$ cat config.mk
export PLATFORM = sky130hd
export DESIGN_NAME = ppf_serializer_flat
export DESIGN_NICKNAME = d
export VERILOG_FILES = /design/src/hw/rtl/ppf_pkg.sv /design/src/hw/rtl/ppf_if.sv /design/src/hw/rtl/ppf_serializer.sv /design/src/flat_wrapper.sv
export SDC_FILE = /design/constraint.sdc
export NUM_CORES = 1
export LEC_CHECK = 0
export BUFFER_PORTS_ARGS = -buffer_cell sky130_fd_sc_hd__buf_2
export CAP_MARGIN = 0
export CORE_MARGIN = 5
export CORE_UTILIZATION = 50
export CTS_CLUSTER_DIAMETER = 40
export DETAILED_ROUTE_END_ITERATION = 10
export GPL_ROUTABILITY_DRIVEN = 0
export PLACE_DENSITY = 0.82
export SLEW_MARGIN = 25
export SYNTH_ARGS = -nofsm -noshare
export SYNTH_HDL_FRONTEND = slang
export SYNTH_SLANG_ARGS = --single-unit
$ cat constraint.sdc
create_clock -name clk -period 3.2 [get_ports clk]
set_input_delay 0.64 -clock clk [delete_from_list [all_inputs] [get_ports clk]]
set_output_delay 0.64 -clock clk [all_outputs]
set_load 0.01 [all_outputs]
$ cat src/hw/rtl/ppf_pkg.sv
// ----------------------------------------------------------------------------
// ppf_pkg
// Shared constants, types and the Paeth predictor function for the Paeth
// row filter.
// ----------------------------------------------------------------------------
`default_nettype none

package ppf_pkg;

  localparam int MAX_WIDTH_DEF = 4096;
  localparam int CFG_INDEX_W   = 8;
  localparam int CFG_DATA_W    = 16;
  localparam int IMG_WIDTH_W   = 13;
  localparam int IMG_HEIGHT_W  = 16;
  localparam int PIXEL_W       = 24;

  localparam logic [CFG_INDEX_W-1:0] REG_IMAGE_WIDTH  = CFG_INDEX_W'(0);
  localparam logic [CFG_INDEX_W-1:0] REG_IMAGE_HEIGHT = CFG_INDEX_W'(1);

  localparam logic [7:0] PAETH_TYPE = 8'd4;

  localparam logic [1:0] SLOT_TYPE  = 2'd0;
  localparam logic [1:0] SLOT_RED   = 2'd1;
  localparam logic [1:0] SLOT_GREEN = 2'd2;
  localparam logic [1:0] SLOT_BLUE  = 2'd3;

  typedef logic [2:0][7:0] rgb_bytes_t;

  typedef struct packed {
    rgb_bytes_t filt;
    logic       has_type;
    logic       image_end;
  } filt_word_t;

  function automatic logic [9:0] abs10(input logic signed [9:0] v);
    abs10 = v[9] ? 10'(-v) : 10'(v);
  endfunction

  function automatic logic [7:0] paeth(input logic [7:0] a, input logic [7:0] b,
                                       input logic [7:0] c);
    logic [9:0] pa;
    logic [9:0] pb;
    logic [9:0] pc;
    pa = abs10(signed'({2'b00, b}) - signed'({2'b00, c}));
    pb = abs10(signed'({2'b00, a}) - signed'({2'b00, c}));
    pc = abs10(signed'({2'b00, a}) + signed'({2'b00, b}) - signed'({1'b0, c, 1'b0}));
    if (pa <= pb && pa <= pc) begin
      paeth = a;
    end else if (pb <= pc) begin
      paeth = b;
    end else begin
      paeth = c;
    end
  endfunction

endpackage

`default_nettype wire

$ cat src/hw/rtl/ppf_if.sv
// ----------------------------------------------------------------------------
// ppf_if
// Valid/ready channel interfaces for pixels, filtered bytes and register
// writes.
// ----------------------------------------------------------------------------
`default_nettype none


interface ppf_byte_if;
  logic       valid;
  logic       ready;
  logic [7:0] out_byte;
  logic       is_type_byte;
  logic       last;
  logic       image_end;
  modport source (output valid, output out_byte, output is_type_byte, output last,
                  output image_end, input ready);
  modport sink (input valid, input out_byte, input is_type_byte, input last,
                input image_end, output ready);
endinterface


`default_nettype wire

$ cat src/hw/rtl/ppf_serializer.sv
// ----------------------------------------------------------------------------
// ppf_serializer
// Output register that sends one pixel's type byte and filtered bytes one
// word per cycle while the receiver is ready.
// ----------------------------------------------------------------------------
`default_nettype none

module ppf_serializer (
  input  wire logic               clk,
  input  wire logic               rst,
  input  wire logic               load,
  input  wire ppf_pkg::filt_word_t word_in,
  output logic                    can_load,
  ppf_byte_if.source              byte_out
);
  import ppf_pkg::*;

  logic       busy;
  logic       busy_next;
  logic [1:0] slot;
  logic [1:0] slot_next;
  filt_word_t word;
  logic       fire;
  logic       done;

  assign fire     = busy && byte_out.ready;
  assign done     = fire && (slot == SLOT_BLUE);
  assign can_load = !busy || done;

  always_comb begin
    busy_next = busy;
    slot_next = slot;
    if (load) begin
      busy_next = 1'b1;
      slot_next = word_in.has_type ? SLOT_TYPE : SLOT_RED;
    end else if (done) begin
      busy_next = 1'b0;
    end else if (fire) begin
      slot_next = slot + 2'd1;
    end
  end

  always_ff @(posedge clk) begin
    if (rst) begin
      busy <= 1'b0;
      slot <= SLOT_TYPE;
    end else begin
      busy <= busy_next;
      slot <= slot_next;
    end
    if (load) begin
      word <= word_in;
    end
  end

  always_comb begin
    case (slot)
      SLOT_TYPE:  byte_out.out_byte = PAETH_TYPE;
      SLOT_RED:   byte_out.out_byte = word.filt[0];
      SLOT_GREEN: byte_out.out_byte = word.filt[1];
      default:    byte_out.out_byte = word.filt[2];
    endcase
  end

  assign byte_out.valid        = busy;
  assign byte_out.is_type_byte = (slot == SLOT_TYPE);
  assign byte_out.last         = (slot == SLOT_BLUE);
  assign byte_out.image_end    = (slot == SLOT_BLUE) && word.image_end;

endmodule

`default_nettype wire

$ cat src/flat_wrapper.sv
// flat-port wrapper written by rule: the top's interface ports become plain ports
module ppf_serializer_flat import ppf_pkg::*;
  (clk, rst, load, word_in, can_load, byte_out_valid, byte_out_out_byte, byte_out_is_type_byte, byte_out_last, byte_out_image_end, byte_out_ready);
  ppf_byte_if byte_out_i ();
  input  wire logic clk;
  input  wire logic rst;
  input  wire logic load;
  input  wire ppf_pkg::filt_word_t word_in;
  output logic can_load;
  output wire logic [$bits(byte_out_i.valid)-1:0] byte_out_valid;
  output wire logic [$bits(byte_out_i.out_byte)-1:0] byte_out_out_byte;
  output wire logic [$bits(byte_out_i.is_type_byte)-1:0] byte_out_is_type_byte;
  output wire logic [$bits(byte_out_i.last)-1:0] byte_out_last;
  output wire logic [$bits(byte_out_i.image_end)-1:0] byte_out_image_end;
  input wire logic [$bits(byte_out_i.ready)-1:0] byte_out_ready;
  assign byte_out_valid = byte_out_i.valid;
  assign byte_out_out_byte = byte_out_i.out_byte;
  assign byte_out_is_type_byte = byte_out_i.is_type_byte;
  assign byte_out_last = byte_out_i.last;
  assign byte_out_image_end = byte_out_i.image_end;
  assign byte_out_i.ready = byte_out_ready;
  ppf_serializer u_core (.clk(clk), .rst(rst), .load(load), .word_in(word_in), .can_load(can_load), .byte_out(byte_out_i));
endmodule
[Yosys cells after proc, flatten, opt, wreduce, memory -nomap -nowiden]
Index checks and enable logic that the tools add are counted.
Cells by class
  add/subtract/negate cells: 1
  equality and inequality tests: 4
  mux-type cells: 7
  reduce and logical (&&, ||, !) cells: 9
Operator list (number)
  case mux 8 bit (3 select lines): 1
  2-to-1 mux 2 bit: 3
  == test 2 bit (second input constant): 2
  nonzero test 2 bit: 2
  logical AND 1 bit: 3
  2-to-1 mux 1 bit: 3
  adder 2 x 1 -> 2 bit (second input constant): 1
  == test 2 x 1 -> 1 bit (second input constant): 1
  logical NOT 2 bit: 1
  inequality test 2 bit (second input constant): 1
  AND reduction 2 bit: 1
  logical NOT 1 bit: 1
  logical OR 1 bit: 1
Word-level totals
  bits in registers: 28
  output and inout bits: 13
  logic and storage cells: 27

[Depth between registers and ports, before layout]
  depth in word-level cells: 4
  depth in mapped cells: 5
  depth with buffers taken out: 4

[Worst setup path before layout]
Ideal clock, no wire load.
  path kind: reg2out
  start: register u_core.slot[0]
  end: output byte_out_out_byte[2]
  arrival time: 1388 ps
  data required time: 2560 ps
  path slack: 1172 ps
  stages on the path, launching flop included: 6
  buffers on the path: 1
  path through: dfxtp_1 > inv_1 > ha_1 > buf_6 > a221o_1 > mux2_2
On the way
  cells in the longest elaborated chain, start to end: 2
Ends and longest elaborated chain
  start, declared: line ppf_serializer.sv:20  | logic [1:0] slot;
  start signal, assigned: line ppf_serializer.sv:49  | slot <= slot_next;
  == test 2 bit, or another cell as far along: line ppf_serializer.sv:57  | case (slot)
  case mux 8 bit (3 select lines) (*): line ppf_serializer.sv:57
  end, declared: line flat_wrapper.sv:11  | output wire logic [$bits(byte_out_i.out_byte)-1:0] byte_out_out_byte;
Every way passes the cells marked *; elsewhere a longest branch is shown, timed or not.

[Final worst setup path]
Ends and elaborated chain as after synthesis.

==> out/qor.log <==
[placed_design] worst setup slack before clock tree synthesis 0.963 ns
[setup_path] start-to-end type of the worst setup path flop to primary output
[drt] ratio of routed vias to standard cells 5.06
[sta] count of final max-slew check failures 0
[floorplan] initial core utilization 51.3%
[clock_network] Post CTS Setup Buffer Count 0
[grt] total grt overflow 0
[sta] RSZ-0062 raised after global routing no
[synthesis] simple-gate portion of the synthesized area 5.11%
[clock_network] source-to-sink clock delay at the later pin of the worst-skew pair 0.32 ns
[setup_path] data arrival time of the critical path 1.96 ns
[final_layout] most frequent cells in the layout 42 x buf_2, 25 x edfxtp_1, 9 x nand2_1, 7 x a22oi_1, 5 x ha_1
[clock_network] H-Tree Level Count 1
[final_layout] most frequent standard cell in the layout excluding fill and tap cells buf_2
[synthesis] fraction of the yosys area taken by sequential cells 73.6%
[drt] antenna-violating nets left 0
[final_layout] share of post-route cells with drive strength above 1 40.9%
[setup_path] Required @ worst endpoint 2.56 ns
[hold_path] path category of the worst min-delay check input pin to flop
[synthesis] synthesized flop and latch total 28
[floorplan] die area 0.00324 mm^2
[placed_design] count of buffers inserted at the top-level ports 42
[setup_path] critical-path maximum fanout 8
[clock_network] Root Driver clkbuf_4
[synthesis] average instance area after synthesis 15.3 um^2
[sta] Worst slew margin 61.6%
[synthesis] net count after synthesis 107
[pwr] total power divided by cell area 524 mW/mm^2
[synthesis] number of enable flip-flop cells after synthesis 25
[clock_network] clock-pin slew of the registers on the worst-case setup and hold paths 0.14 ns
[status] status completed
[pwr] worst-case vdd ir drop 446 uV
[floorplan] row cnt 17
[synthesis] number of distinct library cells after synthesis 21
[synthesis] number of warnings reported in the yosys synthesis log 0
[sta] Highest Clock Rate 0.385 GHz
[floorplan] top-level I/O count 43
[floorplan] die height 57.0 um
[setup_path] Max stage delay on crit path 0.47 ns
[drt] Vias 724
[synthesis] main combinational cell family by area after synthesis compound AO/OA/AOI/OAI gates
[synthesis] Main synth FF type edfxtp_1
[grt] number of antenna violations at the first check in global routing 0
[final_layout] Area growth syn-to-layout 25.2%
[synthesis] Synth Instances 72
[sta] post-layout min period 2.60 ns
[drt] length of the first detailed-routing pass in iterations 4
[clock_network] Max Buffers Root-to-Sink 2
[pwr] total leakage power 0.576 nW
[sta] transition time of the tightest slew-check pin 0.576 ns
[clock_network] TritonCTS clock tree built
[synthesis] Netlist Area Pre-Place 0.00110 mm^2
[drt] wire length per cell 14.6 um
[sta] post-route fraction of the period consumed by the critical path 81.1%
[sta] worst-case clock skew 0.00500 ns
[setup_path] crit path capture type primary output
[clock_network] sinks on the clock net 28
[clock_network] Post-CTS Hold Buffers 0
[grt] via count of the first global-routing pass 760
[floorplan] core region area 0.00215 mm^2
[final_layout] net count of the finished layout 151
[sta] smallest setup slack after layout 0.605 ns
[sta] Worst Hold Slack 0.477 ns
[sta] setup total negative slack 0 ns
[drt] total wirelength of the detailed-routed design 2.08 mm
[sta] Finish-stage setup viols 0
[clock_network] post-cts gate resize count 0
[sta] Final Hold Fails 0
[drt] DRC viols 0
[setup_path] startpoint type of the worst setup path flop
[final_layout] final antenna diode count 0
[synthesis] complex-gate fraction of the synthesized area 10.4%
[placed_design] HPWL after detailed placement 1.52 mm
[synthesis] Post-Synth Adder-Cell Area 5.68%
[setup_path] cell-by-cell trace of the critical path inv_1 -> ha_1 -> a221o_1 -> mux2_2 -> buf_2
[setup_path] cell with the largest stage delay on the worst path dfxtp_1
[drt] Initial DRC Count 31
[job] Max-cap violations 0
[floorplan] die span in x 57.0 um
[grt] pin count of the biggest net entering global routing 30
[synthesis] proportion of synthesized area in mux cells 1.93%
[final_layout] fin util 64.2%
[clock_network] number of buffers added by the clock tree synthesis step 3
[synthesis] async set-reset flop share out of synthesis 0%
[final_layout] count of fill cells added during filler insertion 179
[synthesis] XOR/XNOR share of the synthesized area 0.795%
[grt] gr usage total 13.4%
[grt] global-route wire length before repair 3.32 mm
[flip-flops by register name, indices dropped and copies added (netlist names)]
| signal | flops |
|---|---|
| u_core.byte_out.valid | 1 |
| u_core.slot | 2 |
| u_core.word | 25 |
[through the flow]
step                      instances  area, um^2  power (W)
after global routing            143        1380   0.000755
final                           143        1380   0.000723
after global placement          139        1330   0.000504
after detailed placement        139        1330   0.000507
after CTS                       143        1380   0.000728
after floorplan                  72        1100   0.000468
[routing by layer]
layer  global-route usage [%]  vias to the layer above  share of wire, %
met5                        0                        -                 0
met4                     4.97                        0               1.8
met3                     4.07                        5               7.7
met2                     25.0                       27                52
met1                     13.9                      336                38
li1                         -                      356                 -
[final timing paths]
check,from,end,slack (ns),cells after the start
worst max register to register,u_core.slot[0],u_core.slot[0],1.85,4
worst max-delay path,u_core.slot[0],byte_out_out_byte[2],0.60,5
worst min-delay path,word_in[7],u_core.word[7],0.48,1
worst min register to register,u_core.byte_out.valid,u_core.byte_out.valid,0.56,2
[logic make-up after synthesis]
family / count (synthesis)
flip-flops: 28
AO/OA/AOI/OAI: 18
AND/OR/NAND/NOR: 13
buffers and inverters: 5
adder cells (fa/ha/maj): 5
multiplexers: 2
XOR/XNOR: 1
[layout make-up]
cell class	count	area, um^2	area share (%)
tap	28	35.0	2.54
multi-input combinational	39	264	19.1
clock buffer	3	22.5	1.63
inverter	2	7.51	0.544
sequential	28	811	58.7
timing repair buffer	42	210	15.2
clock inverter	1	30.0	2.18
[critical path, delay by kind of cell (launching register included)]
kind / cells / cell delay, ns
flops: 1 / 0.47
compound gates: 1 / 0.37
fa+ha+maj: 1 / 0.31
mux: 1 / 0.26
buf+inv: 2 / 0.24
[report_power, final]
part	switching [W]	internal [W]	leakage, nW
logic	0.0000308	0.0000289	0.278
registers	0.0000106	0.000428	0.269
clock network	0.0000978	0.000127	0.0279
[synth_stat cells (all sizes together), types with 2 or more instances]
cell type	instances	share of area [%]
a21oi	2	0.91
inv	2	0.68
ha	5	5.7
o21ai	7	3.2
buf	2	1.5
nand2	9	3.1
edfxtp	25	68
a22oi	7	4.8
dfxtp	3	5.4
(Power assumes the default switching activity.)
