## src/hw/rtl/ppf_ram.sv

```systemverilog
// ----------------------------------------------------------------------------
// ppf_ram
// Generic single-write, single-read RAM with a registered read port.
// ----------------------------------------------------------------------------
`default_nettype none

module ppf_ram #(
  parameter int WIDTH = 8,
  parameter int DEPTH = 16
) (
  input  wire logic                                clk,
  input  wire logic                                wr_en,
  input  wire logic [(DEPTH > 1 ? $clog2(DEPTH) : 1)-1:0] wr_addr,
  input  wire logic [WIDTH-1:0]                    wr_data,
  input  wire logic                                rd_en,
  input  wire logic [(DEPTH > 1 ? $clog2(DEPTH) : 1)-1:0] rd_addr,
  output logic      [WIDTH-1:0]                    rd_data
);

  logic [WIDTH-1:0] mem [DEPTH];

  always_ff @(posedge clk) begin
    if (wr_en) begin
      mem[wr_addr] <= wr_data;
    end
    if (rd_en) begin
      rd_data <= mem[rd_addr];
    end
  end

endmodule

`default_nettype wire

```

## config.mk

```make
export PLATFORM = sky130hd
export DESIGN_NAME = ppf_ram
export DESIGN_NICKNAME = d
export VERILOG_FILES = /design/src/hw/rtl/ppf_ram.sv
export SDC_FILE = /design/constraint.sdc
export NUM_CORES = 1
export LEC_CHECK = 0
export BUFFER_PORTS_ARGS = -buffer_cell sky130_fd_sc_hd__buf_2
export CAP_MARGIN = 15
export CORE_MARGIN = 8
export CORE_UTILIZATION = 44
export DETAILED_ROUTE_END_ITERATION = 10
export PLACE_DENSITY = 0.68
export SYNTH_ARGS = -nofsm -noshare
export SYNTH_HDL_FRONTEND = slang
export SYNTH_SLANG_ARGS = --single-unit
```

## constraint.sdc

```tcl
create_clock -name clk -period 5.3 [get_ports clk]
set_clock_uncertainty 0.05 [all_clocks]
set_input_delay 0.795 -clock clk [delete_from_list [all_inputs] [get_ports clk]]
set_output_delay 0.795 -clock clk [all_outputs]
set_load 0.02 [all_outputs]
```

**Word-level counts from Yosys, hierarchy flattened**

Memory sizes are Yosys's and may differ from the RTL's. A register that Yosys moved wholly into a read port is not among the register bits.
Cells that the tools add are included.

- Input bits: 19
- Register bits: 0
- RAM bits: 128
- Memories kept: 1
- Logic and storage cells: 3
- Output and inout bits: 8

Memory list:

| memory | words | width | rd ports | clocked after Yosys merged registers in | wr ports | line | source |
|---|---|---|---|---|---|---|---|
| mem | 16 | 8 | 1 | 1 | 1 | 20 | `logic [WIDTH-1:0] mem [DEPTH];` |

- Multiplexer cells: 2

Operator list:

| kind | number |
|---|---|
| 1-bit 2-to-1 mux | 2 |

**Depth between registers and ports, before layout**

Gate-level depths: netlist of the first run.

- Depth after elaboration: 2
- Mapped depth: 5
- Depth with buffers taken out: 3

**Worst setup path before layout of the first run**

Ideal clock, no wire load.

- Kind: input-to-reg
- Start point: input wr_addr[2] in the netlist's numbering
- End point: memory mem[0][0], enable pin
- Arrival: 1.905 ns
- Cell stages on the path: 2
- Path buffers: 0
- Data required time: 4.867 ns
- Library setup time: 0.383 ns
- Path slack: 2.962 ns
- Path through: or3b_2 nor3_1

RTL lines:

| item | line | source |
|---|---|---|
| from (decl) | 13 | `input wire logic [(DEPTH > 1 ? $clog2(DEPTH) : 1)-1:0] wr_addr,` |
| to (decl) | 20 |  |

No word-level cell before the write port.

==> reports/qor.yml, run 1 <==
cts:
  clock-sinks: 136
  htreeDepth: 4
  clk_pin_slew_ns: 0.06
  post-cts-setup-buffer-count: 0
  clock_path_buffers: 2
  cts_resized: 0
  cts_tree: "done"
  numCtsBuffers: 17
  ctsHoldBuffers: 0
  clkLatencyLatePin_ns: 0.40
  root_buffer: "clkbuf_16"
sta:
  setup_viol: 0
  finalHoldViolCount: 0
  fin_hold_ws_ns: 0.706
  worstMarginPinSlew_ns: 1.05
  rsz0062_at_grt: "false"
  max_freq_mhz: 387
  finalSetupTns_ns: 0
  slew_headroom_pct: 29.7
  fin_crit_ns: 2.58
  layout_setup_ws_ns: 2.72
  period_share_pct: 48.7
  slew_violations: 0
synthesis:
  synthMuxAreaShare_pct: 14.8
  synthesis.area_um2: 5230
  synth_xor_area_share_pct: 0
  yosysUniqueCellTypes: 18
  synth_cells: 229
  ys_warn_count: 0
  synth-simple-area-share_pct: 3.14
  synth_fa_ha_area_share_pct: 0
  ys_seq_elements: 136
  seq_area_frac_synth_pct: 78.1
  synth_compound_area_share_pct: 2.30
  synth_top_family_by_area: "multiplexers"
  synth_fp_nets: 248
  synth_area_per_cell_um2: 22.8
place:
  pre_cts_ws_ns: 2.28
  gp_congestion: 0.759
  place_hpwl_mm: 6.47
  portBuffers: 26
drt:
  ant_nets: 0
  viasPerCell: 5.70
  drt_first_iter_violations: 313
  wl_per_cell_um: 23.8
  drt_drc_violations_left: 0
  wirelength_mm: 10.2
  firstDrtPassIters: 4
  vias: 2440
global_route:
  grt-ovfl-total: 0
  grt_max_degree: 33
  grt_pass1_vias: 2539
  grt_pass1_wl_mm: 15.5
  grt_usage_pct: 13.4
  antenna_found_initial: 0
die:
  rows: 40
  initial_core_util_pct: 44.3
  die_w_um: 125
  fp.dieH_um: 125
  dieArea_um2: 15600
  ios: 27
  core_area_um2: 11800
worst_setup_path:
  path_cells: "buf_2 > mux4_1 > a22oi_1 > nand2_1"
  worstPathMaxFanout: 32
  critPathCaptureType: "flip-flop"
  cp-start-kind: "primary input"
  r2r-end: "rd_data[4]"
  critical_path.max_stage_delay_ns: 0.78
  slowest_stage: "buf_2"
  reg2reg_slack_ns: 3.70
  crit_type: "in -> reg"
  r2r_start: "mem[9][4]"
  cp.arrival_ns: 2.67
  required_ns: 5.39
  rr_worst_depth: 3
cells_and_area:
  diodes: 0
  final_nets: 287
  layout_commonest_cell: "edfxtp_1"
  layout-drive-gt1-share_pct: 28.5
  area_growth_pct: 16.9
  final_cell_mix: "edfxtp_1 (136), buf_2 (26), mux4_2 (18)"
power:
  finalPower_mw: 2.55
  p_per_area_nw_per_um2: 417
  p_leak_nw: 2.03
  ir_drop_mv: 0.221
worst_hold_path:
  min_path_type: "reg -> reg"
  holdPathStages: 3
  worstHoldEndpoint: "rd_data[0]"
  hp-start: "mem[14][0]"
status:
  status: "completed"
job:
  maxCapViolations: 0
-- logic make-up after synthesis --
logic type	count (synthesis)
buf+inv	10
simple gates	35
compound gates	16
flops	136
mux	32
-- metal layers --
metal / up-vias / track usage (%) / routed length [um]
li1: 1064 / - / -
met1: 1245 / 17.3 / 4160
met2: 124 / 21.2 / 4970
met3: 7 / 3.91 / 928
met4: 0 / 5.16 / 105
met5: - / 0 / 0
-- stage by stage --
| step | cells | area (um^2) | utilization [%] |
|---|---|---|---|
| after global placement | 396 | 5490 | 46.4 |
| after floorplan | 229 | 5230 | - |
| after CTS | 428 | 6110 | 51.7 |
| after detailed placement | 396 | 5490 | 46.4 |
| after global routing | 428 | 6110 | 51.7 |
| final | 428 | 6110 | 51.7 |
-- cell type report --
cell class                      count  area [um^2]
Clock inverter                     15          200
Timing Repair Buffer               30          160
Fill cell                         901         5700
Sequential cell                   136         4080
Clock buffer                       17          425
Multi-Input combinational cell     83         1060
Tap cell                          147          184
-- cells in the mapped netlist (all sizes together) --
library cell / n / area [um^2]
or3b: 1 / 8.76
nor2b: 1 / 6.26
nand2b: 2 / 12.5
buf: 7 / 56.3
a22oi: 16 / 120
mux4: 32 / 773
clkdlybuf4s25: 3 / 30.0
edfxtp: 136 / 4080
nand3b: 2 / 15.0
nand3: 1 / 5.00
nor3: 4 / 20.0
nand2: 9 / 33.8
and2: 1 / 6.26
nor2: 13 / 48.8
and2b: 1 / 7.51
-- how the worst max path moves through the flow --
stage               start         end  slack, ns  cells past startpoint
2_1_floorplan  wr_addr[2]   mem[0][0]       2.96                      2
3_3_place_gp   rd_addr[0]  rd_data[4]       2.26                      4
3_5_place_dp   rd_addr[0]  rd_data[4]       2.28                      4
4_1_cts        rd_addr[0]  rd_data[4]       2.71                      4
5_1_grt        rd_addr[0]  rd_data[2]       2.61                      4
6_report       rd_addr[0]  rd_data[4]       2.72                      4
-- power breakdown --
part	leakage, nW	total, mW	switching (mW)	internal (mW)
Combinational	0.494	0.110	0.0681	0.0423
Clock	0.297	1.22	0.428	0.788
Sequential	1.24	1.22	0.00662	1.21
-- registers in the layout, summed over array words and instances (netlist names) --
register,flops
rd_data,8
mem,128
-- worst max-delay path, delay by kind of cell --
kind,cells,cell delay [ns]
and+or+nand+nor,1,0.08
AOI/OAI and AO/OA,1,0.34
muxes,1,0.65
buffers and inverters,1,0.78
(Power assumes the default switching activity.)
==> run 2: changes to the inputs <==
--- a/config.mk
+++ b/config.mk
@@ -5,12 +5,13 @@
 export SDC_FILE = /design/constraint.sdc
 export NUM_CORES = 1
 export LEC_CHECK = 0
+export ABC_AREA = 1
 export BUFFER_PORTS_ARGS = -buffer_cell sky130_fd_sc_hd__buf_2
 export CAP_MARGIN = 15
 export CORE_MARGIN = 8
 export CORE_UTILIZATION = 44
 export DETAILED_ROUTE_END_ITERATION = 10
-export PLACE_DENSITY = 0.68
+export PLACE_DENSITY = 0.67
 export SYNTH_ARGS = -nofsm -noshare
 export SYNTH_HDL_FRONTEND = slang
 export SYNTH_SLANG_ARGS = --single-unit
==> constraint.sdc (replaced) <==
create_clock -name clk -period 2.68 [get_ports clk]
set_clock_uncertainty 0.05 [all_clocks]
set_input_delay 0.402 -clock clk [delete_from_list [all_inputs] [get_ports clk]]
set_output_delay 0.402 -clock clk [all_outputs]
set_load 0.02 [all_outputs]
==> reports/qor.yml, run 2 <==
status:
  status: "completed"  # unchanged
cells_and_area:
  layout-drive-gt1-share_pct: 10.4  # was 28.5%
  top_register: "mem"  # unchanged
  final_cell_mix: "nand2_1 (173), edfxtp_1 (136), inv_1 (100)"  # was edfxtp_1 (136), buf_2 (26), mux4_2 (18)
  top_regs: "mem x128, rd_data x8"  # unchanged
  area_growth_pct: 15.0  # was 16.9%
  fill_cells: 1138  # was 901
  final_area_um2: 6720  # was 6110 um^2
  diodes: 0  # unchanged
  final_nets: 594  # was 287
  layout_commonest_cell: "nand2_1"  # was edfxtp_1
  largest_reg_flops: 128  # unchanged
sta:
  slew_headroom_pct: 37.2  # was 29.7%
  max_freq_mhz: 569
  fin_crit_ns: 1.76
  rsz0062_at_grt: "false"  # unchanged
  setup_viol: 0  # unchanged
  slew_violations: 0  # unchanged
  period_share_pct: 65.6
  finalSetupTns_ns: 0  # unchanged
  worstMarginPinSlew_ns: 0.939  # was 1.05 ns
  finalHoldViolCount: 0  # unchanged
worst_hold_path:
  hp-start: "rd_en"  # was mem[14][0]
  holdPathStages: 1  # was 3
  worstHoldEndpoint: "rd_data[3]"  # was rd_data[0]
  min_path_type: "in -> reg"  # was reg -> reg
drt:
  ant_nets: 0  # unchanged
  firstDrtPassIters: 5  # was 4
  wl_per_cell_um: 17.5  # was 23.8 um
  viasPerCell: 5.00  # was 5.70
  drt_first_iter_violations: 337  # was 313
  wirelength_mm: 13.4  # was 10.2 mm
  vias: 3812  # was 2440
  drt_drc_violations_left: 0  # unchanged
global_route:
  met3_usage_pct: 4.19  # was 3.91%
  antenna_found_initial: 0  # unchanged
  grt_usage_pct: 15.8  # was 13.4%
  gr-max-usage-layer: "met2"  # unchanged
  grt_max_degree: 65  # was 33
  grt-ovfl-total: 0  # unchanged
  use_met1_pct: 20.2  # was 17.3%
  grt_pass1_vias: 3717  # was 2539
  grt_pass1_wl_mm: 20.7  # was 15.5 mm
  met2_usage_pct: 24.8  # was 21.2%
cts:
  ctsHoldBuffers: 0  # unchanged
  root_buffer: "clkbuf_16"  # unchanged
  cts_tree: "done"  # unchanged
  cts_resized: 0  # unchanged
  numCtsBuffers: 17  # unchanged
  clock_path_buffers: 2  # unchanged
  post-cts-setup-buffer-count: 0  # unchanged
  clk_pin_slew_ns: 0.06  # about the same
  clkLatencyLatePin_ns: 0.41  # was 0.40 ns
  clock-sinks: 136  # unchanged
  htreeDepth: 4  # unchanged
worst_setup_path:
  rr_worst_depth: 6  # was 3
  worstPathMaxFanout: 33  # was 32
  cp-start-kind: "primary input"  # unchanged
  r2r_start: "mem[7][3]"  # was mem[9][4]
  critPathCaptureType: "flip-flop"  # unchanged
  required_ns: 2.80  # was 5.39 ns
  reg2reg_slack_ns: 1.44  # was 3.70 ns
  crit_type: "in -> reg"  # unchanged
  cp.arrival_ns: 1.88  # was 2.67 ns
  r2r-end: "rd_data[3]"  # was rd_data[4]
die:
  dieArea_um2: 17200  # was 15600 um^2
  rows: 42  # was 40
  die_w_um: 131  # was 125 um
  initial_core_util_pct: 44.7  # was 44.3%
  fp.dieH_um: 131  # was 125 um
  core_area_um2: 13100  # was 11800 um^2
  ios: 27  # unchanged
synthesis:
  synth_cells: 551  # was 229
  ys_seq_elements: 136  # unchanged
  seq_area_frac_synth_pct: 69.8  # was 78.1%
  synth_fp_nets: 570  # was 248
  yosys.area.top_type_share_pct: 69.8  # was 78.1%
  synth_top_area_cell: "edfxtp_1"  # unchanged
  yosysUniqueCellTypes: 11  # was 18
  yosys-top-cells-area: "edfxtp_1 (70%), nand2_1 (11%), nand3_1 (8.3%)"  # was edfxtp_1 (78%), mux4_2 (7.8%), mux4_1 (7.0%)
  synth_area_per_cell_um2: 10.6  # was 22.8 um^2
  synth_common_cells: "nand2_1 (173), edfxtp_1 (136), inv_1 (100)"  # was edfxtp_1 (136), mux4_2 (18), a22oi_1 (16)
  synth_edf_count: 136  # unchanged
  ys_warn_count: 0  # unchanged
  synthesis.area_um2: 5850  # was 5230 um^2
  synth-async-reset-ratio_pct: 0  # unchanged
  yosysMostFrequentCell: "nand2_1"  # was edfxtp_1
  synth_flop_cell: "edfxtp_1"  # unchanged
job:
  maxCapViolations: 0  # unchanged
place:
  portBuffers: 26  # unchanged
  place_area_um2: 6070  # was 5490 um^2
  gp_congestion: 0.863  # was 0.759
  place_hpwl_mm: 8.47  # was 6.47 mm
power:
  p_per_area_nw_per_um2: 786  # was 417 nW/um^2
  ir_drop_mv: 0.528  # was 0.221 mV
  p_leak_nw: 2.86  # was 2.03 nW
[run 2: critical path, stage by stage]
cell,delay [ns]
buf_2,0.52
inv_2,0.43
nand3_1,0.20
nand3_1,0.12
nand3_1,0.13
nand2_1,0.05
[run 2: worst max-delay path by stage]
stage | startpoint | endpoint | slack, ns | depth (start not counted)
4_1_cts | rd_addr[1] | rd_data[0] | 0.95 | 6
3_5_place_dp | rd_addr[1] | rd_data[3] | 0.55 | 6
3_3_place_gp | rd_addr[1] | rd_data[1] | 0.59 | 6
2_1_floorplan | wr_addr[2] | mem[10][0] | 1.28 | 2
5_1_grt | rd_addr[1] | rd_data[4] | 0.84 | 6
6_report | rd_addr[1] | rd_data[0] | 0.92 | 6
[run 2: kinds of logic (layout without fill, tap and decap cells)]
kind of cell	after synthesis	count (layout)	synth area share [%]
AND/OR/NAND/NOR	289	289	20.8
flip-flops	136	136	69.8
buffers and inverters	126	162	9.39
[run 2: metrics by stage]
stage,power [mW],hold slack (ns),util (%),instances,setup slack (ns)
finish,5.28,0.303,51.4,763,0.923
global route,5.42,0.297,51.4,763,0.839
CTS,5.30,0.288,51.4,763,0.952
detailed placement,2.74,0.702,46.4,732,0.550
global placement,2.74,0.713,46.4,732,0.593
floorplan,2.63,0.451,-,551,1.28
[run 2: final cells by class]
type	count	area, um^2	share of cell area, %
Sequential cell	136	4080	60.7
Clock buffer	18	429	6.38
Inverter	102	383	5.70
Timing Repair Buffer	29	165	2.46
Tap cell	176	220	3.28
Clock inverter	13	228	3.39
Multi-Input combinational cell	289	1210	18.1
[run 2: power by group]
part	leakage, nW	total, mW	internal, mW	switching, mW
combinational	1.31	0.291	0.0753	0.216
sequential	1.24	2.41	2.40	0.0144
clock	0.316	2.58	1.73	0.843
total	2.86	5.28	4.21	1.07
[run 2: metal layers]
layer / vias to the layer above / share of wire [%]
li1: 1826 / -
met1: 1794 / 43
met2: 160 / 47
met3: 32 / 7.3
met4: 0 / 3.0
met5: - / 0
