## src/hw/rtl/ppf_pkg.sv

```systemverilog
// ----------------------------------------------------------------------------
// ppf_pkg
// Shared constants, types and the Paeth predictor function for the Paeth
// row filter.
// ----------------------------------------------------------------------------
`default_nettype none

package ppf_pkg;

  localparam int MAX_WIDTH_DEF = 4096;
  localparam int CFG_INDEX_W   = 8;
  localparam int CFG_DATA_W    = 16;
  localparam int IMG_WIDTH_W   = 13;
  localparam int IMG_HEIGHT_W  = 16;
  localparam int PIXEL_W       = 24;

  localparam logic [CFG_INDEX_W-1:0] REG_IMAGE_WIDTH  = CFG_INDEX_W'(0);
  localparam logic [CFG_INDEX_W-1:0] REG_IMAGE_HEIGHT = CFG_INDEX_W'(1);

  localparam logic [7:0] PAETH_TYPE = 8'd4;

  localparam logic [1:0] SLOT_TYPE  = 2'd0;
  localparam logic [1:0] SLOT_RED   = 2'd1;
  localparam logic [1:0] SLOT_GREEN = 2'd2;
  localparam logic [1:0] SLOT_BLUE  = 2'd3;

  typedef logic [2:0][7:0] rgb_bytes_t;

  typedef struct packed {
    rgb_bytes_t filt;
    logic       has_type;
    logic       image_end;
  } filt_word_t;

  function automatic logic [9:0] abs10(input logic signed [9:0] v);
    abs10 = v[9] ? 10'(-v) : 10'(v);
  endfunction

  function automatic logic [7:0] paeth(input logic [7:0] a, input logic [7:0] b,
                                       input logic [7:0] c);
    logic [9:0] pa;
    logic [9:0] pb;
    logic [9:0] pc;
    pa = abs10(signed'({2'b00, b}) - signed'({2'b00, c}));
    pb = abs10(signed'({2'b00, a}) - signed'({2'b00, c}));
    pc = abs10(signed'({2'b00, a}) + signed'({2'b00, b}) - signed'({1'b0, c, 1'b0}));
    if (pa <= pb && pa <= pc) begin
      paeth = a;
    end else if (pb <= pc) begin
      paeth = b;
    end else begin
      paeth = c;
    end
  endfunction

endpackage

`default_nettype wire

```

## src/hw/rtl/ppf_predict.sv

```systemverilog
// ----------------------------------------------------------------------------
// ppf_predict
// Per-channel Paeth prediction and residue for one RGB pixel.
// ----------------------------------------------------------------------------
`default_nettype none

module ppf_predict (
  input  wire logic [ppf_pkg::PIXEL_W-1:0] cur,
  input  wire logic [ppf_pkg::PIXEL_W-1:0] left,
  input  wire logic [ppf_pkg::PIXEL_W-1:0] above,
  input  wire logic [ppf_pkg::PIXEL_W-1:0] upper_left,
  input  wire logic                        col_zero,
  input  wire logic                        row_zero,
  output ppf_pkg::rgb_bytes_t              filt
);
  import ppf_pkg::*;

  logic [PIXEL_W-1:0] a_pix;
  logic [PIXEL_W-1:0] b_pix;
  logic [PIXEL_W-1:0] c_pix;

  assign a_pix = col_zero ? '0 : left;
  assign b_pix = row_zero ? '0 : above;
  assign c_pix = (col_zero || row_zero) ? '0 : upper_left;

  always_comb begin
    for (int ch = 0; ch < 3; ch++) begin
      filt[ch] = cur[PIXEL_W-1-8*ch -: 8]
               - paeth(a_pix[PIXEL_W-1-8*ch -: 8], b_pix[PIXEL_W-1-8*ch -: 8],
                       c_pix[PIXEL_W-1-8*ch -: 8]);
    end
  end

endmodule

`default_nettype wire

```

## config.mk

```make
export PLATFORM = sky130hd
export DESIGN_NAME = ppf_predict
export DESIGN_NICKNAME = d
export VERILOG_FILES = /design/src/hw/rtl/ppf_pkg.sv /design/src/hw/rtl/ppf_predict.sv
export SDC_FILE = /design/constraint.sdc
export NUM_CORES = 1
export LEC_CHECK = 0
export BUFFER_PORTS_ARGS = -buffer_cell sky130_fd_sc_hd__buf_2
export CORE_UTILIZATION = 56
export DETAILED_ROUTE_END_ITERATION = 16
export GPL_TIMING_DRIVEN = 0
export PLACE_DENSITY = 0.87
export SKIP_LAST_GASP = 1
export SYNTH_ARGS = -nofsm -noshare
export SYNTH_HDL_FRONTEND = slang
export SYNTH_SLANG_ARGS = --single-unit
```

## constraint.sdc

```tcl
create_clock -name vclk -period 7.5
set_input_delay 0 -clock vclk [all_inputs]
set_output_delay 0 -clock vclk [all_outputs]
set_load 0.03 [all_outputs]
```

Word-level counts from Yosys, hierarchy flattened --
Index checks and enable logic that the tools add are counted.
Word-level totals: word-level logic and storage cells 55, input bits 98, output and inout port bits 24, flip-flop bits (word level) 0
Operators by class: muxes and demuxes 18, add/sub/neg operators 24, reduce and logical (&&, ||, !) cells 4, magnitude comparators 9
Operator list (count):
- $le 10x10->1 | 9
- $mux 10 | 9
- $mux 24 | 3
- $neg 9->10 | 6
- $sub 8x8->9 | 6
- $mux 8 | 6
- $neg 10->10 | 3
- $sub 9x9->10 | 3
- $add 8x8->9 | 3
- $sub 8x8->8 | 3
- $logic_and 1x1->1 | 3
- $logic_or 1x1->1 | 1

Logic depth before layout (Yosys ltp) --
Gate-level depths: netlist of run 1.
word-level depth 9, depth in mapped cells 38, gate-level depth less buffers 37

Worst setup path before layout of run 1 --
OpenSTA, ideal clock, no wires.
kind in2out, from input col_zero, to output filt[23] (netlist name), path buffers 2, data required time 7500 ps, data arrival time 7514 ps, path slack -14 ps, cell stages on the path 33, cell sequence nor2_1 > clkbuf_1 > nand2_1 > inv_1 > fa_1 > inv_1 > ha_1 > nor3_1 > a2111oi_2 > nor2_1 > xnor2_1 > o41a_1 > xnor2_1 > ha_1 > a21o_1 > a21oi_1 > nand2_1 > a31o_2 > o22ai_1 > clkbuf_1 > nand2_1 > o21ai_0 > ha_1 > nor2b_1 > o21ai_0 > a21boi_0 > o21ai_0 > a21boi_0 > o21ai_0 > nand2b_1 > xnor2_1 > and3_1 > a2111oi_0
RTL lines:
- start, declared | line ppf_predict.sv:12 | input wire logic col_zero,
- end, declared | line ppf_predict.sv:14 | output ppf_pkg::rgb_bytes_t filt

==> impl_metrics.py, run 1 <==
metrics = {
    "run": {
        "drv_cap": 0,
    },
    "critical_path": {
        "slowest_stage": "fa_1",
        "worstSetupStartpointType": "input pin",
        "required_ns": 7.50,
        "cp_slowest_stage_delay_ns": 0.42,
        "crit_fanout": 10,
        "path_class": "in -> out",
        "end_kind": "output port",
        "arrival_ns": 7.26,
    },
    "route": {
        "wl_um": 27710,
        "routedWlPerCell_um": 16.69,
        "via_count": 9929,
        "firstDrtPassIters": 6,
        "ant_nets": 0,
        "drt_iter0_markers": 633,
        "viasPerCell": 5.978,
        "drcViolationCount": 0,
    },
    "placed_design": {
        "io_buffers": 122,
        "dp_cells": 1638,
        "hpwl_um": 23390,
        "place_congestion": 0.9531,
    },
    "grt": {
        "gr-usage-met2_pct": 53.78,
        "grt_max_degree": 11,
        "grt_pass1_wl_um": 43540,
        "use_met3_pct": 1.648,
        "grt_antenna_before_repair": 0,
        "grtUsageMet1_pct": 37.57,
        "grt-ovfl-total": 0,
        "grt_usage_pct": 29.92,
        "grt.busiest_layer": "met2",
        "grt_pass1_vias": 9450,
    },
    "sta": {
        "fin_crit_sh_pct": 96.86,
        "fmax_ghz": 0.1377,
        "rsz0062_at_grt": "yes",
        "whs_ns": 0.4609,
        "worstMarginPinSlew_ns": 0.9131,
        "final_max_slew_viol_count": 0,
        "hold_viol_final": 0,
        "setup_violations": 0,
        "fin_crit_ns": 7.265,
        "max_slew_margin_pct": 38.61,
    },
    "logic_synthesis": {
        "seq_area_frac_synth_pct": 0,
        "avgSynthCellArea_um2": 7.465,
        "ys_warn_count": 0,
        "syn-cell-area_um2": 9600,
        "yosys-top-cells-area": "ha_1 (25%), inv_1 (7.2%), xnor2_1 (5.9%)",
        "ys_types": 98,
        "yosysTopAreaCellShare_pct": 24.63,
        "yosysTopAreaCell": "ha_1",
        "syn_inst": 1286,
    },
    "layout": {
        "antennaDiodeCount": 0,
        "nets": 1757,
        "num-fill-cells": 1368,
        "clockBufferCount": 0,
        "seq_area_um2": 0,
        "instances_no_fill": 1661,
        "syn2layout_area_growth_pct": 14.21,
        "design.seq.count": 0,
        "drive_above_1_share_pct": 16.66,
    },
    "power": {
        "powerDensity_nw_per_um2": 238.4,
        "p_leak_nw": 5.807,
        "irDropWorstVdd_uv": 178.9,
    },
    "floorplan": {
        "core-area_um2": 16640,
        "rows": 47,
        "io_pins": 122,
        "die_area_um2": 17670,
        "die_h_um": 132.9,
        "initial_core_util_pct": 57.69,
        "chipWidth_um": 132.9,
    },
    "hold_path": {
        "hp-class": "in -> out",
        "min_path_cells": 5,
    },
    "status": {
        "outcome": "finished clean",
    },
    "cts": {
        "hold_buffers": 0,
    },
}
[layout make-up]
cell class | instances | area (um2) | share of cell area [%]
inverters | 184 | 690.7 | 6.299
plain buffers | 13 | 103.9 | 0.9472
multi-input cells | 1099 | 9104 | 83.03
repair buffers | 145 | 790.8 | 7.212
well taps | 220 | 275.3 | 2.511
[what timing repair did]
item,in CTS,in global routing
pin swaps,4,10
resized for setup,21,46
gates cloned,0,0
endpoints found under the setup margin,13,3
buffers inserted,3,20
[worst max-delay path, delay by kind of cell]
kind	cells	cell delay, ns
compound gates	13	2.64
simple gates	9	1.53
fa+ha+maj	4	1.22
buf+inv	6	0.97
mux	2	0.50
xor+xnor	2	0.36
[metrics by stage]
step                 TNS, ns  worst slack, ns  area, um2  power [mW]  utilization, %
floorplan                  0           0.3637       9639       1.876               -
global placement      -5.020           -1.273      10530       2.321           63.24
detailed placement    -5.815           -1.419      10530       2.414           63.24
CTS                 -0.01391        -0.007270      10630       2.457           63.85
global route         -0.1207         -0.06446      10960       2.849           65.88
finish                     0           0.2354      10960       2.614           65.88
[cell families (layout without fill, tap and decap cells)]
kind of cell               Yosys count  in the layout  share of synthesized area [%]
and+or+nand+nor                    389            389                          20.88
muxes                               44             44                          4.783
other                                2             12                        0.07823
xor gates and xnor gates           119            119                          12.09
buffers and inverters              197            342                          7.976
adders and majority gates          217            217                          30.37
AOI/OAI and AO/OA                  318            318                          23.82
[cells in the final DEF, fill, tap and decap left out, types with 5 or more instances in the layout]
cell type  count
ha_1         187
inv_1        183
buf_2        121
nor2_1        89
nand2_1       72
a21oi_1       71
xnor2_1       63
nand2b_1      58
o21ai_0       52
a21o_1        45
xor2_1        40
mux2i_1       35
nand3_1       30
buf_4         27
fa_1          27
o21a_1        25
nor2b_1       24
nor3_1        17
or3_1         13
and3_1        12
nand4_1       12
conb_1        12
o31ai_1       11
or2_2         10
and2_1         8
xor2_2         8
o21ai_1        7
or4_1          6
o211ai_1       6
o31a_1         5
a31oi_1        5
a211oi_2       5
mux2_2         5
a211oi_1       5
o21bai_1       5
[Yosys cell counts (13+ instances only)]
cell      instances
fa_1             27
a21oi_1          72
o21ai_0          56
o21a_1           25
nand3_1          31
or3_1            13
nand2b_1         58
xor2_1           45
nor2_1           92
ha_1            189
nor2b_1          25
nor3_1           19
inv_1           183
nand2_1          76
mux2i_1          35
xnor2_1          65
a21o_1           45
[layer usage]
layer | vias to the layer above | wire length (um) | part of all wire, %
li1 | 4840 | - | -
met1 | 4566 | 11610 | 42
met2 | 443 | 13270 | 48
met3 | 80 | 1857 | 6.7
met4 | 0 | 973 | 3.5
met5 | - | 0 | 0
[worst paths after layout]
kind                      from        to  slack, ns
worst min-delay path    cur[8]   filt[8]       0.46
worst max-delay path  col_zero  filt[23]       0.24
[report_power, final]
group / total, mW / switching (mW) / internal [mW]
Clock: 0 / 0 / 0
Combinational: 2.61 / 1.51 / 1.11
Sequential: 0 / 0 / 0
Power figures use the tool's default switching activity.
==> run 2: changes to the inputs <==
--- a/config.mk
+++ b/config.mk
@@ -5,6 +5,7 @@
 export SDC_FILE = /design/constraint.sdc
 export NUM_CORES = 1
 export LEC_CHECK = 0
+export ABC_CLOCK_PERIOD_IN_PS = 7500
 export BUFFER_PORTS_ARGS = -buffer_cell sky130_fd_sc_hd__buf_2
 export CORE_UTILIZATION = 56
 export DETAILED_ROUTE_END_ITERATION = 16
==> constraint.sdc (replaced) <==
create_clock -name vclk -period 7.5
set_input_delay 0.375 -clock vclk [all_inputs]
set_output_delay 0.375 -clock vclk [all_outputs]
set_load 0.03 [all_outputs]
==> impl_metrics.py, run 2 (synthesis results as in run 1) <==
metrics = {
    "status": {
        "outcome": "finished with violations",
        "violations": "setup timing",
    },
    "layout": {
        "final_cell_mix": "ha_1 (176), inv_1 (171), buf_2 (117)",
        "syn2layout_area_growth_pct": 27.81,
        "num-fill-cells": 1042,
        "multiInputGateArea_um2": 9863,
        "drive_above_1_share_pct": 27.53,
        "design.seq.count": 0,
        "stdcell_area_um2": 12270,
        "instances_no_fill": 1714,
        "layout_commonest_cell": "ha_1",
        "nets": 1809,
        "seq_area_um2": 0,
        "clockBufferCount": 0,
    },
    "placed_design": {
        "hpwl_um": 23710,
        "place_congestion": 0.9562,
        "io_buffers": 122,
        "dp_cells": 1638,
        "place_ws_ns": -2.146,
        "placed_cell_area_um2": 10540,
    },
    "floorplan": {
        "initial_core_util_pct": 57.69,
        "rows": 47,
        "chipWidth_um": 132.9,
        "die_h_um": 132.9,
        "die_area_um2": 17670,
        "io_pins": 122,
        "core-area_um2": 16640,
    },
    "critical_path": {
        "arrival_ns": 7.44,
        "cp_slowest_stage_delay_ns": 0.50,
        "path_class": "in -> out",
        "crit_fanout": 7,
        "required_ns": 7.12,
        "worstSetupStartpointType": "input pin",
        "end_kind": "output port",
        "cp-startpoint": "col_zero",
        "slowest_stage": "or4_1",
    },
    "grt": {
        "grt-ovfl-total": 0,
        "grt_antenna_before_repair": 1,
        "grt_max_degree": 11,
        "grt_pass1_vias": 9864,
        "grt_usage_pct": 32.42,
        "grt_pass1_wl_um": 46680,
    },
    "hold_path": {
        "min_path_cells": 4,
        "hp-class": "in -> out",
        "min_to": "filt[7]",
        "min_from": "cur[23]",
    },
    "cts": {
        "hold_buffers": 0,
    },
    "route": {
        "drcViolationCount": 0,
        "drt_iter0_markers": 1207,
        "firstDrtPassIters": 8,
        "ant_nets": 0,
        "via_count": 11240,
        "wl_um": 36570,
        "viasPerCell": 6.555,
        "routedWlPerCell_um": 21.34,
    },
    "run": {
        "drv_cap": 0,
    },
    "sta": {
        "fin_crit_ns": 7.819,
        "final_max_slew_viol_count": 0,
        "whs_ns": 1.249,
        "worstMarginPinSlew_ns": 0.6227,
        "fin_ws_ns": -0.3191,
        "fmax_ghz": 0.1279,
        "setup_violations": 3,
        "fin_crit_sh_pct": 104.3,
        "rsz0062_at_grt": "yes",
        "max_slew_margin_pct": 58.19,
        "hold_viol_final": 0,
    },
    "power": {
        "p_leak_nw": 6.297,
        "powerDensity_nw_per_um2": 248.3,
        "p_total_mw": 3.047,
        "irDropWorstVdd_uv": 224.9,
    },
}
[run 2: timing repair]
| action | in CTS | in global routing |
|---|---|---|
| setup endpoints to repair | 23 | 3 |
| gates cloned | 0 | 2 |
| hold endpoints to repair | 0 | 0 |
| resized for setup | 114 | 146 |
| pin swaps | 35 | 90 |
| buffers inserted | 25 | 49 |
[run 2: worst max-delay path by stage]
stage               end  depth (start not counted)
2_1_floorplan  filt[15]                         33
3_3_place_gp   filt[15]                         35
3_5_place_dp   filt[15]                         35
4_1_cts        filt[15]                         33
5_1_grt        filt[15]                         33
6_report       filt[15]                         32
[run 2: worst max-delay path: cells and delay by family]
kind,cells,cell delay (ns)
buffers and inverters,5,0.60
AO/OA/AOI/OAI,12,2.33
AND/OR/NAND/NOR,8,2.13
XOR/XNOR,1,0.30
adder cells (fa/ha/maj),4,1.17
multiplexers,2,0.49
[run 2: metrics by stage]
| step | util (%) | setup TNS (ns) |
|---|---|---|
| 6_report | 73.73 | -0.4793 |
| 5_1_grt | 73.73 | -1.049 |
| 4_1_cts | 67.51 | 0 |
| 3_5_place_dp | 63.36 | -19.08 |
| 3_3_place_gp | 63.36 | -16.11 |
| 2_1_floorplan | - | 0 |
[run 2: power breakdown]
group          switching, mW  leakage [nW]  internal, mW    total (mW)
Clock                      0    0.00000634  0.0000000178  0.0000000178
Combinational           1.75          6.30          1.30          3.05
Sequential                 0             0             0             0
Total                   1.75          6.30          1.30          3.05
[run 2: layout make-up]
type / instances / area share (%)
antenna: 1 / 0.02039
buffer: 12 / 1.315
inverter: 184 / 5.690
multi-input combinational: 1099 / 80.38
tap: 220 / 2.243
timing repair buffer: 198 / 10.35
[run 2: per-layer routing]
metal / wire [um] / GRT usage, %
met1: 13070 / 38.21
met3: 3522 / 4.368
met4: 3027 / 15.13
met5: 0 / 0
met2: 16960 / 57.80
